### config.mk
export PLATFORM = sky130hd
export DESIGN_NAME = tvgh_ctrl
export DESIGN_NICKNAME = d
export VERILOG_FILES = /design/src/tvgh_pkg.sv /design/src/tvgh_ctrl.sv
export SDC_FILE = /design/constraint.sdc
export NUM_CORES = 1
export LEC_CHECK = 0
export BUFFER_PORTS_ARGS = -buffer_cell sky130_fd_sc_hd__buf_4
export CAP_MARGIN = 20
export CELL_PAD_IN_SITES_DETAIL_PLACEMENT = 1
export CELL_PAD_IN_SITES_GLOBAL_PLACEMENT = 2
export CORE_ASPECT_RATIO = 1.1
export CORE_MARGIN = 5
export CORE_UTILIZATION = 31
export CTS_CLUSTER_DIAMETER = 80
export DETAILED_ROUTE_END_ITERATION = 12
export GPL_TIMING_DRIVEN = 0
export MAX_ROUTING_LAYER = met4
export PLACE_DENSITY_LB_ADDON = 0.1
export SETUP_SLACK_MARGIN = 0.4
export SYNTH_ARGS = -nofsm -noshare
export SYNTH_HDL_FRONTEND = slang
export SYNTH_SLANG_ARGS = --single-unit
### constraint.sdc
create_clock -name clk -period 2.1 [get_ports clk]
set_input_delay 0.21 -clock clk [delete_from_list [all_inputs] [get_ports clk]]
set_output_delay 0.21 -clock clk [all_outputs]
set_load 0.03 [all_outputs]
### src/tvgh_pkg.sv
package tvgh_pkg;

    localparam int SAMPLE_BITS = 16;
    localparam int CFG_INDEX_W = 3;
    localparam int CFG_DATA_W  = 16;
    localparam int MUL_W       = 34;

    localparam logic [CFG_INDEX_W-1:0] REG_RATIO_ONE = 3'd0;
    localparam logic [CFG_INDEX_W-1:0] REG_RATIO_TWO = 3'd1;
    localparam logic [CFG_INDEX_W-1:0] REG_PAN_ONE   = 3'd2;
    localparam logic [CFG_INDEX_W-1:0] REG_PAN_TWO   = 3'd3;
    localparam logic [CFG_INDEX_W-1:0] REG_WET       = 3'd4;
    localparam logic [CFG_INDEX_W-1:0] REG_BYPASS    = 3'd5;
    localparam logic [CFG_INDEX_W-1:0] REG_STEREO    = 3'd6;

    localparam logic [29:0] PI_Q28      = 30'd843314857;
    localparam logic [32:0] RECIP_FIVE  = 33'h0CCCCCCCD;
    localparam logic [32:0] RECIP_THREE = 33'h0AAAAAAAB;
    localparam logic [28:0] ONE_Q28     = 29'h1000_0000;
    localparam logic [15:0] WET_GAIN    = 16'd21299;
    localparam logic [15:0] WET_MIN     = 16'd3;
    localparam logic [15:0] UNITY_Q15   = 16'd32768;
    localparam logic [14:0] UNITY_Q14   = 15'd16384;
    localparam logic signed [47:0] ROUND_Q29 = 48'sd268435456;

    typedef struct packed {
        logic signed [SAMPLE_BITS-1:0] left_in;
        logic signed [SAMPLE_BITS-1:0] right_in;
    } sample_t;

    typedef struct packed {
        logic signed [SAMPLE_BITS-1:0] left_out;
        logic signed [SAMPLE_BITS-1:0] right_out;
    } result_t;

    typedef struct packed {
        logic        [15:0] ratio_voice_one;
        logic        [15:0] ratio_voice_two;
        logic signed [15:0] pan_voice_one;
        logic signed [15:0] pan_voice_two;
        logic        [15:0] wet_level;
        logic               bypass_enable;
        logic               stereo_mode;
    } cfg_t;

    typedef enum logic [1:0] {
        ST_IDLE,
        ST_RUN,
        ST_DONE
    } ctrl_state_t;

    typedef enum logic [5:0] {
        STEP_W0, STEP_W1, STEP_W2, STEP_W3, STEP_W4, STEP_W5, STEP_W6,
        STEP_W7, STEP_W8, STEP_W9, STEP_W10, STEP_W11, STEP_W12, STEP_W13,
        STEP_V0, STEP_V1, STEP_V2, STEP_V3, STEP_V4, STEP_V5, STEP_V6, STEP_V7,
        STEP_X0, STEP_X1, STEP_X2, STEP_X3, STEP_X4, STEP_X5, STEP_X6,
        STEP_X7, STEP_X8, STEP_X9, STEP_X10, STEP_X11, STEP_X12, STEP_X13
    } step_t;

    typedef struct packed {
        logic       capture;
        logic       run;
        step_t      step;
        logic [1:0] lane;
        logic       finish;
    } dp_cmd_t;

    typedef struct packed {
        logic active;
        logic out_free;
    } dp_status_t;

    function automatic logic signed [SAMPLE_BITS-1:0] sat_q29(input logic signed [47:0] x);
        logic signed [18:0] y;
        y = 19'(x >>> 29);
        if (y > 19'sd32767)
            return 16'sh7FFF;
        else if (y < -19'sd32768)
            return 16'sh8000;
        return y[15:0];
    endfunction

endpackage

### src/tvgh_ctrl.sv
module tvgh_ctrl (
    input  logic                 clk,
    input  logic                 rst_n,
    input  logic                 sample_valid,
    output logic                 sample_stall,
    input  tvgh_pkg::dp_status_t status,
    output tvgh_pkg::dp_cmd_t    cmd
);
    import tvgh_pkg::*;

    ctrl_state_t state_reg, state_next;
    step_t       step_reg, step_next;
    logic [1:0]  lane_reg, lane_next;

    always_comb
    begin
        state_next = state_reg;
        step_next  = step_reg;
        lane_next  = lane_reg;
        case (state_reg)
            ST_IDLE:
            begin
                step_next = STEP_W0;
                lane_next = 2'd0;
                if (sample_valid)
                    state_next = status.active ? ST_RUN : ST_DONE;
            end
            ST_RUN:
            begin
                if (step_reg == STEP_X13)
                    state_next = ST_DONE;
                else if (step_reg == STEP_V7 && lane_reg != 2'd3)
                begin
                    step_next = STEP_V0;
                    lane_next = lane_reg + 2'd1;
                end
                else
                    step_next = step_t'(step_reg + 6'd1);
            end
            ST_DONE:
            begin
                if (status.out_free)
                    state_next = ST_IDLE;
            end
            default: state_next = ST_IDLE;
        endcase
    end

    always_comb
    begin
        sample_stall = (state_reg != ST_IDLE);
        cmd.capture  = (state_reg == ST_IDLE) && sample_valid;
        cmd.run      = (state_reg == ST_RUN);
        cmd.step     = step_reg;
        cmd.lane     = lane_reg;
        cmd.finish   = (state_reg == ST_DONE) && status.out_free;
    end

    always_ff @(posedge clk or negedge rst_n)
    begin
        if (!rst_n)
        begin
            state_reg <= ST_IDLE;
            step_reg  <= STEP_W0;
            lane_reg  <= 2'd0;
        end
        else
        begin
            state_reg <= state_next;
            step_reg  <= step_next;
            lane_reg  <= lane_next;
        end
    end

endmodule

Word-level counts from Yosys, hierarchy flattened

Index checks and enable logic that the tools add are counted.

Muxes and demuxes: 11
Reduce and logical (&&, ||, !) cells: 9
Add/sub/neg operators: 2
Eq/ne operators: 10

Operator list:

| kind                  | count |
|---|---|
| $mux W2               | 6 |
| $mux W6               | 2 |
| $pmux W6 S2           | 1 |
| $ne A2 B2 Y1 const B  | 4 |
| $add A6 B1 Y6 const B | 1 |
| $eq A6 B5 Y1 const B  | 1 |
| $eq A6 B6 Y1 const B  | 1 |
| $pmux W2 S3           | 1 |
| $reduce_and A3 Y1     | 2 |
| $ne A2 B1 Y1 const B  | 2 |
| $pmux W2 S2           | 1 |
| $reduce_bool A2 Y1    | 2 |
| $logic_and A1 B1 Y1   | 3 |
| $add A2 B1 Y2 const B | 1 |
| $eq A2 B1 Y1 const B  | 1 |
| $eq A2 B2 Y1 const B  | 1 |
| $logic_not A2 Y1      | 1 |
| $reduce_and A2 Y1     | 1 |

Output and inout port bits: 12
Input bits: 5
Bits in registers: 10
Word-level logic and storage cells: 35

Longest topological paths before layout

Depth in word-level cells: 5
Depth in mapped cells: 5

Worst setup path after synthesis

OpenSTA, ideal clock, no wires.

Kind: reg-to-output
Start: register state_reg[0]
End: output cmd[10] in the netlist's numbering
Path buffers: 1
Setup slack: 428 ps
Arrival: 1462 ps
Stages on the path, launching flop included: 4
Cell sequence: dfrtp_1 > clkbuf_1 > or2_2 > nor2_1

RTL lines:

| item                   | RTL line        | RTL |
|---|---|---|
| from (decl)            | tvgh_ctrl.sv:11 | `ctrl_state_t state_reg, state_next;` |
| from (signal assigned) | tvgh_ctrl.sv:69 | `state_reg <= state_next;` |
| to (decl)              | tvgh_ctrl.sv:7  | `output tvgh_pkg::dp_cmd_t cmd` |

==> flow_summary.ini <==
[status]
outcome = complete, no violations

[cells_and_area]
antenna_cells = 0
area_delta_synth_final_pct = 33.59
finalNonFillerCells = 125
nFillCells = 259
fin_nets = 107
drive_above_1_share_pct = 28.87
largest_reg_flops = 6
postLayoutCoreUtil_pct = 43.55
stdcell_area_um2 = 870.8

[global_route]
antenna_found_initial = 0
grt_pass1_vias = 702
track_usage_pct = 15.52
grt_max_degree = 11
grt_overflow = 0
grt_pass1_wl_mm = 3.284

[synth]
synth_area_per_cell_um2 = 8.692
synth-edff-count = 0
ys_seq_area_share_pct = 38.39
syn-num-nets = 83
syn_inst = 75
yosys_warnings = 0
syn_area_um2 = 651.9
yosysUniqueCellTypes = 27
synthArstFlopShare_pct = 100.0
ys_seq_elements = 10
synth_flop_cell = dfrtp_1

[flow_run]
drv_cap = 0

[power]
vdd_drop_max_v = 0.0005458
p_int_uw = 509.8
combPwrFrac_pct = 54.7
power_density_nw_per_um2 = 1068
p_leak_nw = 0.4222
clockPowerShare_pct = 14.6
p_seq_share_pct = 30.7
swShare_pct = 45.19
p_switching_uw = 420.2
p_total_uw = 930.0

[floorplan]
core_area_um2 = 1999
start_util_pct = 32.60
dieHeight_um = 58.10
fp.dieW_um = 53.72
num_io_pins = 17
rows = 17
dieArea_um2 = 3121

[route]
totalWireLength_mm = 1.931
firstDrtPassIters = 4
drcViolationCount = 0
via_per_inst = 5.432
antenna_left = 0
drt_iter0_markers = 8
num_vias = 679
wire_per_inst_um = 15.45

[clocking]
clock_path_buffers = 2
clock_latency_ps = 270
h-tree-depth = 1
path_clk_slew_ps = 60
numCtsBuffers = 3
cts_tree = done
numClockSinks = 10
root_buffer = clkbuf_4

[sta]
final.setup.tns_ps = 0
finalHoldViolCount = 0
timing.final.crit_share_pct = 77.49
fmax_mhz = 614.5
slew_headroom_pct = 64.43
grt_setup_unrepaired = false
finalSetupViolCount = 0
fin_crit_ps = 1627
fin_hold_ws_ps = 217.9
finClkSkew_ps = 0.8238
setup_ws_ps = 472.7
finalMaxSlewViolations = 0
tightestPinTransition_ps = 532.4

[hold_path]
min_from = status[1]
hold_path_end = state_reg[0]
hold_path.class = input pin to flip-flop
whs_path_depth = 3

[setup_path]
worstSetupEndpointType = output port
rr_startpoint = step_reg[3]
startpoint_type = flip-flop
crit_slowest_cell = dfrtp_2
crit_chain = buf_8, or2_2, nor2_1, buf_4
worstReg2RegEnd = step_reg[0]
worst_path_dominant_cell_family = flip-flops
crit_fanout = 10
path_class = flip-flop to output port
ff2ff_path_depth = 4
required_ps = 1890
r2r_slack_ps = 570
cp.arrival_ps = 1420
path_buf_inv = 2
startpoint = state_reg[0]
slowest_delay_ps = 440

[place]
place_area_um2 = 807.0
hpwlAfterDp_mm = 1.421
numPortBuffers = 16
gp_congestion = 0.7701
dp.cells = 119
place_ws_ps = 532.7
what timing repair did:
item | 4_1_cts | 5_1_grt
endpoints found under the hold margin | 10 | 0
hold buffers | 1 | 0
resized for setup | 6 | 1
buffers inserted | 1 | 1
setup endpoints to repair | 3 | 1
pin swaps | 0 | 0
power groups by stage:
stage,logic (mW),registers (mW),clock network (mW)
after floorplan,0.250,0.325,0
after global routing,0.555,0.295,0.149
after CTS,0.492,0.292,0.142
after global placement,0.442,0.297,0
after detailed placement,0.455,0.297,0
final,0.509,0.286,0.135
placed cells by master, fill, tap and decap left out:
master / netlist / final
buf_4: 0 / 18
nand2_1: 11 / 11
dfrtp_1: 10 / 9
nor2_1: 7 / 7
nand3_1: 5 / 5
o21ai_0: 5 / 5
a21oi_1: 5 / 5
clkbuf_4: 0 / 4
nor2b_1: 4 / 4
inv_1: 3 / 3
ha_1: 3 / 3
o211ai_1: 2 / 2
a41o_1: 2 / 2
a221o_1: 2 / 2
nand2b_4: 1 / 1
buf_8: 0 / 1
or2_2: 1 / 1
buf_2: 1 / 1
and4bb_4: 1 / 1
a2bb2oi_1: 1 / 1
nand4bb_1: 1 / 1
a21boi_0: 1 / 1
o31a_1: 1 / 1
a32o_1: 1 / 1
and2_1: 1 / 1
o22ai_1: 1 / 1
or4_1: 1 / 1
nand3b_1: 1 / 1
o31ai_1: 1 / 1
dlygate4sd3_1: 0 / 1
dfrtp_2: 0 / 1
layout make-up:
type | instances | area (um^2) | share of cell area, %
buffer | 3 | 27.53 | 3.161
clock buffer | 3 | 22.52 | 2.586
inverter | 3 | 11.26 | 1.293
multi-input combinational | 59 | 377.9 | 43.39
sequential | 10 | 251.5 | 28.88
tap | 28 | 35.03 | 4.023
timing repair buffer | 19 | 145.1 | 16.67
cells in the mapped netlist (all sizes together) (2+ instances only):
cell type	count	share of area, %
inv	3	1.7
ha	3	5.8
dfrtp	10	38
nand2	11	6.3
o21ai	5	3.8
nor2	7	4.0
nand3	5	3.8
a21oi	5	3.8
nor2b	4	3.8
o211ai	2	2.3
a221o	2	3.1
a41o	2	3.1
clkbuf	2	1.2
worst max path at each step:
stage	endpoint	cells after the start
after CTS	cmd[10]	4
after floorplan	cmd[10]	3
after global routing	cmd[10]	4
after detailed placement	cmd[10]	4
final	cmd[10]	4
after global placement	cmd[10]	4
layer usage:
metal / GRT usage, % / vias up / share of wire (%)
met4: 8.759 / 0 / 2.7
met2: 24.22 / 19 / 51
met5: - / - / 0
li1: - / 321 / -
met3: 3.085 / 5 / 4.5
met1: 18.14 / 334 / 42
worst register-to-register path, stage by stage (launching register included):
cell,delay [ps]
dfrtp_1,380
buf_2,180
nor2b_1,450
nand2_1,140
a32o_1,280
kinds of logic after synthesis:
kind of cell / Yosys count / synth area share, %
AND/OR/NAND/NOR: 34 / 28.60
AO/OA/AOI/OAI: 22 / 23.61
flip-flops: 10 / 38.39
buffers and inverters: 6 / 3.646
adder cells (fa/ha/maj): 3 / 5.759
No activity file was read; power rests on OpenSTA's default activity.
