**config.mk**
```make
export PLATFORM = sky130hd
export DESIGN_NAME = tvgh_cfg
export DESIGN_NICKNAME = d
export VERILOG_FILES = /design/src/tvgh_pkg.sv /design/src/tvgh_cfg.sv
export SDC_FILE = /design/constraint.sdc
export NUM_CORES = 1
export LEC_CHECK = 0
export ABC_AREA = 1
export BUFFER_PORTS_ARGS = -buffer_cell sky130_fd_sc_hd__buf_2
export CAP_MARGIN = 25
export CELL_PAD_IN_SITES_DETAIL_PLACEMENT = 1
export CELL_PAD_IN_SITES_GLOBAL_PLACEMENT = 2
export CORE_MARGIN = 2
export CORE_UTILIZATION = 32
export CTS_CLUSTER_DIAMETER = 100
export DETAILED_ROUTE_END_ITERATION = 8
export GPL_ROUTABILITY_DRIVEN = 0
export PLACE_DENSITY_LB_ADDON = 0.1
export REMOVE_ABC_BUFFERS = 1
export SLEW_MARGIN = 10
export SYNTH_ARGS = -nofsm -noshare
export SYNTH_HDL_FRONTEND = slang
export SYNTH_SLANG_ARGS = --single-unit
```
**constraint.sdc**
```tcl
create_clock -name clk -period 1.68 [get_ports clk]
set_clock_uncertainty 0.1 [all_clocks]
set_input_delay 0.084 -clock clk [delete_from_list [all_inputs] [get_ports clk]]
set_output_delay 0.084 -clock clk [all_outputs]
set_load 0.01 [all_outputs]
```
**src/tvgh_pkg.sv**
```systemverilog
package tvgh_pkg;

    localparam int SAMPLE_BITS = 16;
    localparam int CFG_INDEX_W = 3;
    localparam int CFG_DATA_W  = 16;
    localparam int MUL_W       = 34;

    localparam logic [CFG_INDEX_W-1:0] REG_RATIO_ONE = 3'd0;
    localparam logic [CFG_INDEX_W-1:0] REG_RATIO_TWO = 3'd1;
    localparam logic [CFG_INDEX_W-1:0] REG_PAN_ONE   = 3'd2;
    localparam logic [CFG_INDEX_W-1:0] REG_PAN_TWO   = 3'd3;
    localparam logic [CFG_INDEX_W-1:0] REG_WET       = 3'd4;
    localparam logic [CFG_INDEX_W-1:0] REG_BYPASS    = 3'd5;
    localparam logic [CFG_INDEX_W-1:0] REG_STEREO    = 3'd6;

    localparam logic [29:0] PI_Q28      = 30'd843314857;
    localparam logic [32:0] RECIP_FIVE  = 33'h0CCCCCCCD;
    localparam logic [32:0] RECIP_THREE = 33'h0AAAAAAAB;
    localparam logic [28:0] ONE_Q28     = 29'h1000_0000;
    localparam logic [15:0] WET_GAIN    = 16'd21299;
    localparam logic [15:0] WET_MIN     = 16'd3;
    localparam logic [15:0] UNITY_Q15   = 16'd32768;
    localparam logic [14:0] UNITY_Q14   = 15'd16384;
    localparam logic signed [47:0] ROUND_Q29 = 48'sd268435456;

    typedef struct packed {
        logic signed [SAMPLE_BITS-1:0] left_in;
        logic signed [SAMPLE_BITS-1:0] right_in;
    } sample_t;

    typedef struct packed {
        logic signed [SAMPLE_BITS-1:0] left_out;
        logic signed [SAMPLE_BITS-1:0] right_out;
    } result_t;

    typedef struct packed {
        logic        [15:0] ratio_voice_one;
        logic        [15:0] ratio_voice_two;
        logic signed [15:0] pan_voice_one;
        logic signed [15:0] pan_voice_two;
        logic        [15:0] wet_level;
        logic               bypass_enable;
        logic               stereo_mode;
    } cfg_t;

    typedef enum logic [1:0] {
        ST_IDLE,
        ST_RUN,
        ST_DONE
    } ctrl_state_t;

    typedef enum logic [5:0] {
        STEP_W0, STEP_W1, STEP_W2, STEP_W3, STEP_W4, STEP_W5, STEP_W6,
        STEP_W7, STEP_W8, STEP_W9, STEP_W10, STEP_W11, STEP_W12, STEP_W13,
        STEP_V0, STEP_V1, STEP_V2, STEP_V3, STEP_V4, STEP_V5, STEP_V6, STEP_V7,
        STEP_X0, STEP_X1, STEP_X2, STEP_X3, STEP_X4, STEP_X5, STEP_X6,
        STEP_X7, STEP_X8, STEP_X9, STEP_X10, STEP_X11, STEP_X12, STEP_X13
    } step_t;

    typedef struct packed {
        logic       capture;
        logic       run;
        step_t      step;
        logic [1:0] lane;
        logic       finish;
    } dp_cmd_t;

    typedef struct packed {
        logic active;
        logic out_free;
    } dp_status_t;

    function automatic logic signed [SAMPLE_BITS-1:0] sat_q29(input logic signed [47:0] x);
        logic signed [18:0] y;
        y = 19'(x >>> 29);
        if (y > 19'sd32767)
            return 16'sh7FFF;
        else if (y < -19'sd32768)
            return 16'sh8000;
        return y[15:0];
    endfunction

endpackage

```
**src/tvgh_cfg.sv**
```systemverilog
module tvgh_cfg (
    input  logic                           clk,
    input  logic                           rst_n,
    input  logic                           wr_en,
    input  logic [tvgh_pkg::CFG_INDEX_W-1:0] wr_index,
    input  logic [tvgh_pkg::CFG_DATA_W-1:0]  wr_data,
    output tvgh_pkg::cfg_t                 cfg
);
    import tvgh_pkg::*;

    cfg_t cfg_reg;
    cfg_t cfg_next;

    always_comb
    begin
        cfg_next = cfg_reg;
        if (wr_en)
        begin
            case (wr_index)
                REG_RATIO_ONE: cfg_next.ratio_voice_one = wr_data;
                REG_RATIO_TWO: cfg_next.ratio_voice_two = wr_data;
                REG_PAN_ONE:   cfg_next.pan_voice_one   = $signed(wr_data);
                REG_PAN_TWO:   cfg_next.pan_voice_two   = $signed(wr_data);
                REG_WET:       cfg_next.wet_level       = wr_data;
                REG_BYPASS:    cfg_next.bypass_enable   = wr_data[0];
                REG_STEREO:    cfg_next.stereo_mode     = wr_data[0];
                default:       cfg_next = cfg_reg;
            endcase
        end
    end

    always_ff @(posedge clk or negedge rst_n)
    begin
        if (!rst_n)
        begin
            cfg_reg.ratio_voice_one <= 16'd16384;
            cfg_reg.ratio_voice_two <= 16'd16384;
            cfg_reg.pan_voice_one   <= '0;
            cfg_reg.pan_voice_two   <= '0;
            cfg_reg.wet_level       <= '0;
            cfg_reg.bypass_enable   <= 1'b0;
            cfg_reg.stereo_mode     <= 1'b1;
        end
        else
        begin
            cfg_reg <= cfg_next;
        end
    end

    assign cfg = cfg_reg;

endmodule

```
# Word level (Yosys, flattened, before mapping)
# Index checks and enable logic that the tools add are counted.
classes:
  n_eq_ne: 6
  n_reduce_logical: 8
op_table:
  columns: ["op", "count"]
  rows:
  - ["AND reduction 2 bit", 7]
  - ["equality test 3 bit (second input constant)", 3]
  - ["equality test 3 x 2 -> 1 bit (second input constant)", 2]
  - ["equality test 3 x 1 -> 1 bit (second input constant)", 1]
  - ["zero test 3 bit", 1]
word_totals:
  ff_bits: 82
  inputBits: 22
  out_inout_bits: 82
  elab_cells: 21

# Logic depth before layout (Yosys ltp)
# Gate-level depths: netlist of the first run.
depth:
  word_depth: 2
  ltp_mapped: 6
  ltp_nobuf: 5

# Worst setup path after synthesis of the first run
# OpenSTA, ideal clock, no wires.
synth_timing:
  path_kind: "input -> register"
  start: "in wr_index[0] (netlist name)"
  end: "reg cfg_reg (netlist bit cfg[10])"
  setup_ps: 117
  arrival_ps: 686
  required_time_ps: 1463
  slack_ps: 778
  cell_stages: 5
  n_path_buf: 1
  path_cell_list: "nor2_2 -> nand2_2 -> buf_2 -> nand2_1 -> nand2_1"
synth_via:
  elab_chain_cells: 2
synth_lines:
  columns: ["element", "line_no", "source"]
  rows:
  - ["start, declared", "tvgh_cfg.sv:5", "input logic [tvgh_pkg::CFG_INDEX_W-1:0] wr_index,"]
  - ["equality test 3 bit", "tvgh_cfg.sv:19", "case (wr_index)"]
  - ["AND reduction 2 bit (no line)", null, null]
  - ["end signal, assigned", "tvgh_cfg.sv:46", "cfg_reg <= cfg_next;"]
  - ["end, declared", "tvgh_cfg.sv:11", "cfg_t cfg_reg;"]
# Every way passes these cells.
# A chain may end at the register's enable or synchronous reset.

# Worst setup path in the final report of the first run
layout_timing:
  start: "reg cfg_reg (netlist bit cfg[0])"
  end: "out cfg[0] (netlist name)"
layout_lines:
  columns: ["element", "line_no", "source"]
  rows:
  - ["end, declared", "tvgh_cfg.sv:7", "output tvgh_pkg::cfg_t cfg"]
# No word-level cell between the ends.

==> flow_metrics.py, run 1 <==
metrics = {
    "power": {
        "p_leak_nw": 2.47,
        "power.sequential.fraction_pct": 48.5,
        "netSwitchingPower_w": 0.00162,
        "p_total_w": 0.00531,
        "irDropWorstVdd_uv": 467,
        "power.density_cell_area_nw_per_um2": 1220,
        "power.share.clock_pct": 29.8,
        "power_switching_share_pct": 30.5,
        "power_frac_comb_pct": 21.7,
        "intPower_w": 0.00369,
    },
    "clocking": {
        "clock_tree_sinks": 82,
        "clk-insertion-delay-late_ns": 0.35,
        "bufs_on_longest_clock_path": 2,
        "cts_h_tree_depth": 3,
        "root_buffer": "clkbuf_8",
        "clkTransAtPathRegs_ns": 0.08,
        "tritoncts": "built",
        "cts_made_buffers": 9,
    },
    "timing": {
        "fmax_mhz": 827,
        "setup_viol": 0,
        "finalCritPeriodShare_pct": 72.0,
        "final-hold-violation-count": 0,
        "max-slew-margin-rel_pct": 63.9,
        "setup_total_neg_slack_ns": 0,
        "grt_setup_unrepaired": "false",
        "worst-slew-pin-transition_ns": 0.540,
        "drv_slew": 0,
        "finalCriticalPeriod_ns": 1.21,
    },
    "global_routing": {
        "global_route_wire_length_before_repair_mm": 16.7,
        "track_usage_pct": 19.8,
        "grt_pass1_vias": 3005,
        "antenna_found_initial": 0,
        "grt_max_degree": 47,
        "grt_remaining_overflow": 0,
    },
    "placed_design": {
        "detailed_place_hpwl_mm": 6.94,
        "io_buffers": 103,
        "placed_insts": 599,
    },
    "yosys": {
        "syn-cell-area_um2": 3310,
        "count_of_state_elements_after_synthesis": 82,
        "synth_cell_type_count": 13,
        "synth_sequential_area_ratio_pct": 62.1,
        "avgSynthCellArea_um2": 9.02,
        "ys.warnings.count": 0,
        "synthCells": 367,
    },
    "layout": {
        "num-fill-cells": 1247,
        "layout-area-overhead-vs-synth_pct": 32.0,
        "nets": 513,
        "layout-drive-gt1-share_pct": 29.4,
        "largest_register_ff_count": 82,
        "antennaDiodeCount": 0,
        "fin_cells": 632,
    },
    "drt": {
        "route.antenna.remaining_nets": 0,
        "route.detailed.drc": 0,
        "drt-initial-drc-count": 112,
        "drt-pass1-iter-count": 4,
        "routed-via-count": 2915,
        "drt-vias-per-instance": 4.61,
        "wirelength_mm": 10.5,
        "routedWlPerCell_um": 16.6,
    },
    "min_path": {
        "holdCritPathClass": "primary input to flop",
        "number_of_cells_traversed_by_the_worst_hold_path": 4,
    },
    "critical_path": {
        "worst_r2r_startpoint": "cfg[64]$_DFFE_PN1P_",
        "r2r_end": "cfg[64]$_DFFE_PN1P_",
        "register_to_register_setup_slack_ns": 0.86,
        "crit_path_cell_trace": "buf_2",
        "crit_arrival_ns": 1.03,
        "crit_required_ns": 1.50,
        "timing.critical_path.max_delay_family": "flip-flops",
        "critical-path-max-stage-delay_ns": 0.54,
        "rr_worst_depth": 2,
        "path_buf_inv": 1,
        "critPathLaunchType": "flop",
        "worst-path-max-fanout": 2,
        "worst_setup_path_end_kind": "output pin",
        "endpoint": "cfg[0]",
        "critPathSlowestCell": "dfstp_2",
        "cp.depth": 1,
        "timing_worst_setup_path_type": "flop to output pin",
        "worst_setup_path_startpoint": "cfg[0]$_DFFE_PN1P_",
    },
    "job": {
        "drv.max_cap_violation_count": 0,
    },
    "floorplanning": {
        "floorplan.die_area_um2": 11200,
        "core_rows": 37,
        "placeableCoreArea_um2": 10200,
        "die_y_um": 106,
        "floorplan.initialDensity_pct": 32.5,
        "boundaryPins": 104,
        "chipWidth_um": 106,
    },
    "outcome": {
        "run_status": "complete, no violations",
    },
}
kinds of logic after synthesis:
group	share of synthesized area, %
buffers and inverters	4.23
DFF	62.1
and+or+nand+nor	33.7
how the worst min path moves through the flow:
stage / startpoint / endpoint
final: wr_index[0] / cfg[80]$_DFFE_PN1P_
after global routing: rst_n / cfg[45]$_DFFE_PN0P_
after CTS: wr_index[0] / cfg[80]$_DFFE_PN1P_
after detailed placement: rst_n / cfg[61]$_DFFE_PN0P_
after global placement: rst_n / cfg[61]$_DFFE_PN0P_
after floorplan: rst_n / cfg[10]$_DFFE_PN0P_
area by class of cell:
class	count	area, um2	share of cell area (%)
Sequential cell	82	2060	47.0
Multi-Input combinational cell	261	1120	25.6
Timing Repair Buffer	131	783	17.9
Tap cell	136	170	3.89
Clock buffer	11	141	3.23
Clock inverter	5	77.6	1.77
Inverter	6	22.5	0.515
what timing repair did:
action / 4_1_cts / 5_1_grt
hold endpoints to repair: 161 / 0
setup buffers: 0 / 0
hold buffers: 17 / 0
resized for setup: 0 / 0
through the flow:
stage / hold slack, ns / setup slack [ns] / util, % / area [um2]
floorplan: -0.312 / 0.197 / - / 3190
global placement: -0.131 / 0.321 / 39.1 / 3980
detailed placement: -0.126 / 0.298 / 39.1 / 3980
CTS: 0.0174 / 0.454 / 42.9 / 4370
global route: 0.0432 / 0.422 / 42.9 / 4370
finish: 0.0305 / 0.471 / 42.9 / 4370
power by group through the flow:
stage                     registers, W  clock network, W  logic [W]
after floorplan                0.00276                 0   0.000343
after CTS                      0.00258           0.00163    0.00118
final                          0.00258           0.00158    0.00115
after global placement         0.00262                 0    0.00112
after detailed placement       0.00262                 0    0.00114
after global routing           0.00262           0.00171    0.00130
cells in the mapped netlist (all sizes together):
| master | instances | share of area, % |
|---|---|---|
| dfrtp | 79 | 60 |
| inv | 6 | 0.68 |
| nand2 | 190 | 22 |
| nand3 | 66 | 10 |
| dfstp | 3 | 2.4 |
| buf | 18 | 3.6 |
| nor2 | 5 | 1.8 |
metal layers:
metal	global-route usage, %	up-vias	part of all wire, %
met1	26.5	1430	46
li1	-	1402	-
met2	32.4	78	48
met4	3.95	0	0.63
met3	5.13	5	5.2
met5	0	-	0
cell usage in the layout (no fill, tap or decap), types with 2 or more instances in the layout:
cell	instances
buf_2	102
buf_4	11
bufinv_16	2
clkbuf_8	10
clkinv_2	2
dfrtp_1	79
dfstp_2	3
dlygate4sd3_1	17
inv_1	2
inv_2	4
nand2_1	185
nand2_2	5
nand3_1	66
nor2_4	4
(Power assumes the default switching activity.)
==> run 2: changes to the inputs <==
CORE_UTILIZATION = 26   (was 32)
clock period = 1.1 ns   (was 1.68 ns; I/O delays follow)
==> run 2 against run 1 <==
  * The flow now finishes with violations (negative setup slack)
  * Sequential cell count unchanged
  * Via count grew 1.7%
  * Sequential share of layout area is 2.9 points lower
  * Non-clock buffer count up 13
  * Final cell count rose by 7.8%
  * Count of clock-buffer cells in the layout increased by 3
  * Power grew 67%
  * Combinational power is 60% higher
  * Design area rose by 6.7%
  * Clock power rose by 97%
  * Worst hold slack better by 0.048 ns
  * Critical endpoint is now cfg[64]
  * Highest routed layer unchanged
==> flow_metrics.py, run 2 (synthesis gave the netlist of run 1 again) <==
metrics = {
    "placed_design": {
        "dp_slack_ns": -0.0772,
        "detailed_place_hpwl_mm": 7.75,
        "dpl_cell_area_um2": 4160,
        "io_buffers": 103,
    },
    "timing": {
        "grt_setup_unrepaired": "true",
        "worst-slew-pin-transition_ns": 0.422,
        "max-slew-margin-rel_pct": 71.8,
        "finalHoldWorstSlack_ns": 0.0781,
        "finalCriticalPeriod_ns": 1.15,
        "fmax_mhz": 871,
        "final.setup.worst_slack_ns": -0.0485,
        "finalCritPeriodShare_pct": 104,
        "drv_slew": 0,
        "final-hold-violation-count": 0,
        "setup_viol": 3,
    },
    "global_routing": {
        "grt_remaining_overflow": 0,
        "grt_max_degree": 25,
        "global_route_wire_length_before_repair_mm": 17.4,
        "antenna_found_initial": 0,
        "grt_pass1_vias": 3099,
        "track_usage_pct": 17.3,
    },
    "clocking": {
        "cts_made_buffers": 9,
        "clkTransAtPathRegs_ns": 0.06,
        "cts_h_tree_depth": 3,
        "clk-insertion-delay-late_ns": 0.34,
        "clock_tree_sinks": 82,
        "tritoncts": "built",
        "root_buffer": "clkbuf_16",
        "bufs_on_longest_clock_path": 2,
    },
    "layout": {
        "layout-area-overhead-vs-synth_pct": 40.8,
        "nets": 526,
        "layout.cells.most_common": "nand2_1",
        "multi_input_comb_area_um2": 1120,
        "antennaDiodeCount": 0,
        "layout-drive-gt1-share_pct": 30.8,
        "num-fill-cells": 1510,
        "final_cell_mix": "185 x nand2_1, 99 x buf_2, 79 x dfrtp_1",
        "largest_register_ff_count": 82,
        "ff_latch_area_um2": 2060,
        "final_cell_area_um2": 4660,
    },
    "power": {
        "p_leak_nw": 2.60,
        "power.density_cell_area_nw_per_um2": 1910,
        "irDropWorstVdd_uv": 745,
    },
    "critical_path": {
        "crit_arrival_ns": 0.99,
        "worst_setup_path_end_kind": "output pin",
        "timing.critical_path.max_delay_family": "flip-flops",
        "critical-path-max-stage-delay_ns": 0.56,
        "path_buf_inv": 1,
        "worst-path-max-fanout": 2,
        "timing_worst_setup_path_type": "flop to output pin",
        "crit_required_ns": 0.94,
        "crit_path_cell_trace": "buf_6",
        "critPathLaunchType": "flop",
        "critPathSlowestCell": "dfstp_2",
    },
    "drt": {
        "routed-via-count": 2964,
        "drt-pass1-iter-count": 4,
        "wirelength_mm": 11.1,
        "routedWlPerCell_um": 16.3,
        "route.detailed.drc": 0,
        "drt-vias-per-instance": 4.35,
        "route.antenna.remaining_nets": 0,
        "drt-initial-drc-count": 150,
    },
    "job": {
        "drv.max_cap_violation_count": 0,
    },
    "floorplanning": {
        "die_y_um": 117,
        "floorplan.initialDensity_pct": 26.5,
        "core_rows": 41,
        "chipWidth_um": 117,
        "placeableCoreArea_um2": 12500,
        "floorplan.die_area_um2": 13700,
        "boundaryPins": 104,
    },
    "min_path": {
        "holdCritPathClass": "primary input to asynchronous set/reset pin",
    },
    "outcome": {
        "run_status": "finished, violations left",
        "violated_checks": "negative setup slack",
    },
}
run 2: area by class of cell:
class                      count  share of cell area, %
clock buffer                  14                   5.88
clock inverter                 2                  0.751
sequential                    82                   44.1
inverter                       6                  0.483
timing repair buffer         144                   20.2
tap                          172                   4.61
multi-input combinational    261                   24.0
run 2: worst paths after layout:
check                                    start             endpoint  slack [ns]  cells after the start
max                        cfg[64]$_DFFE_PN1P_              cfg[64]       -0.05                      1
min                                      rst_n   cfg[3]$_DFFE_PN0P_        0.08                      2
max reg2reg                cfg[64]$_DFFE_PN1P_  cfg[64]$_DFFE_PN1P_        0.26                      2
min reg2reg                cfg[74]$_DFFE_PN0P_  cfg[74]$_DFFE_PN0P_        0.36                      2
max in group asynchronous                rst_n  cfg[79]$_DFFE_PN0P_        0.26                      3
min in group clk                   wr_index[2]  cfg[41]$_DFFE_PN0P_        0.12                      5
run 2: layer usage:
layer / GRT usage [%] / routed length [um]
met1: 22.1 / 4890
met2: 29.4 / 5650
met3: 4.94 / 490
met4: 3.76 / 54
met5: 0 / 0
run 2: what timing repair did:
action / CTS / global route
gates resized for setup: 4 / 0
hold buffers: 18 / 0
pin swaps: 0 / 0
buffers inserted: 0 / 0
endpoints found under the setup margin: 3 / 3
hold endpoints to repair: 162 / 0
gates cloned: 0 / 0
run 2: power breakdown:
part           internal, W  leakage, nW  total [W]  switching, W
combinational     0.000771         1.42    0.00184       0.00107
clock              0.00194        0.153    0.00312       0.00118
sequential         0.00360         1.03    0.00394      0.000339
run 2: through the flow:
stage / utilization [%] / instances / total power, W / TNS, ns
final: 37.3 / 681 / 0.00890 / -0.115
after CTS: 37.3 / 681 / 0.00907 / -0.175
after detailed placement: 33.2 / 647 / 0.00580 / -1.38
after floorplan: - / 349 / 0.00473 / -11.29
after global routing: 37.3 / 681 / 0.00946 / -0.242
after global placement: 33.2 / 647 / 0.00576 / -0.801
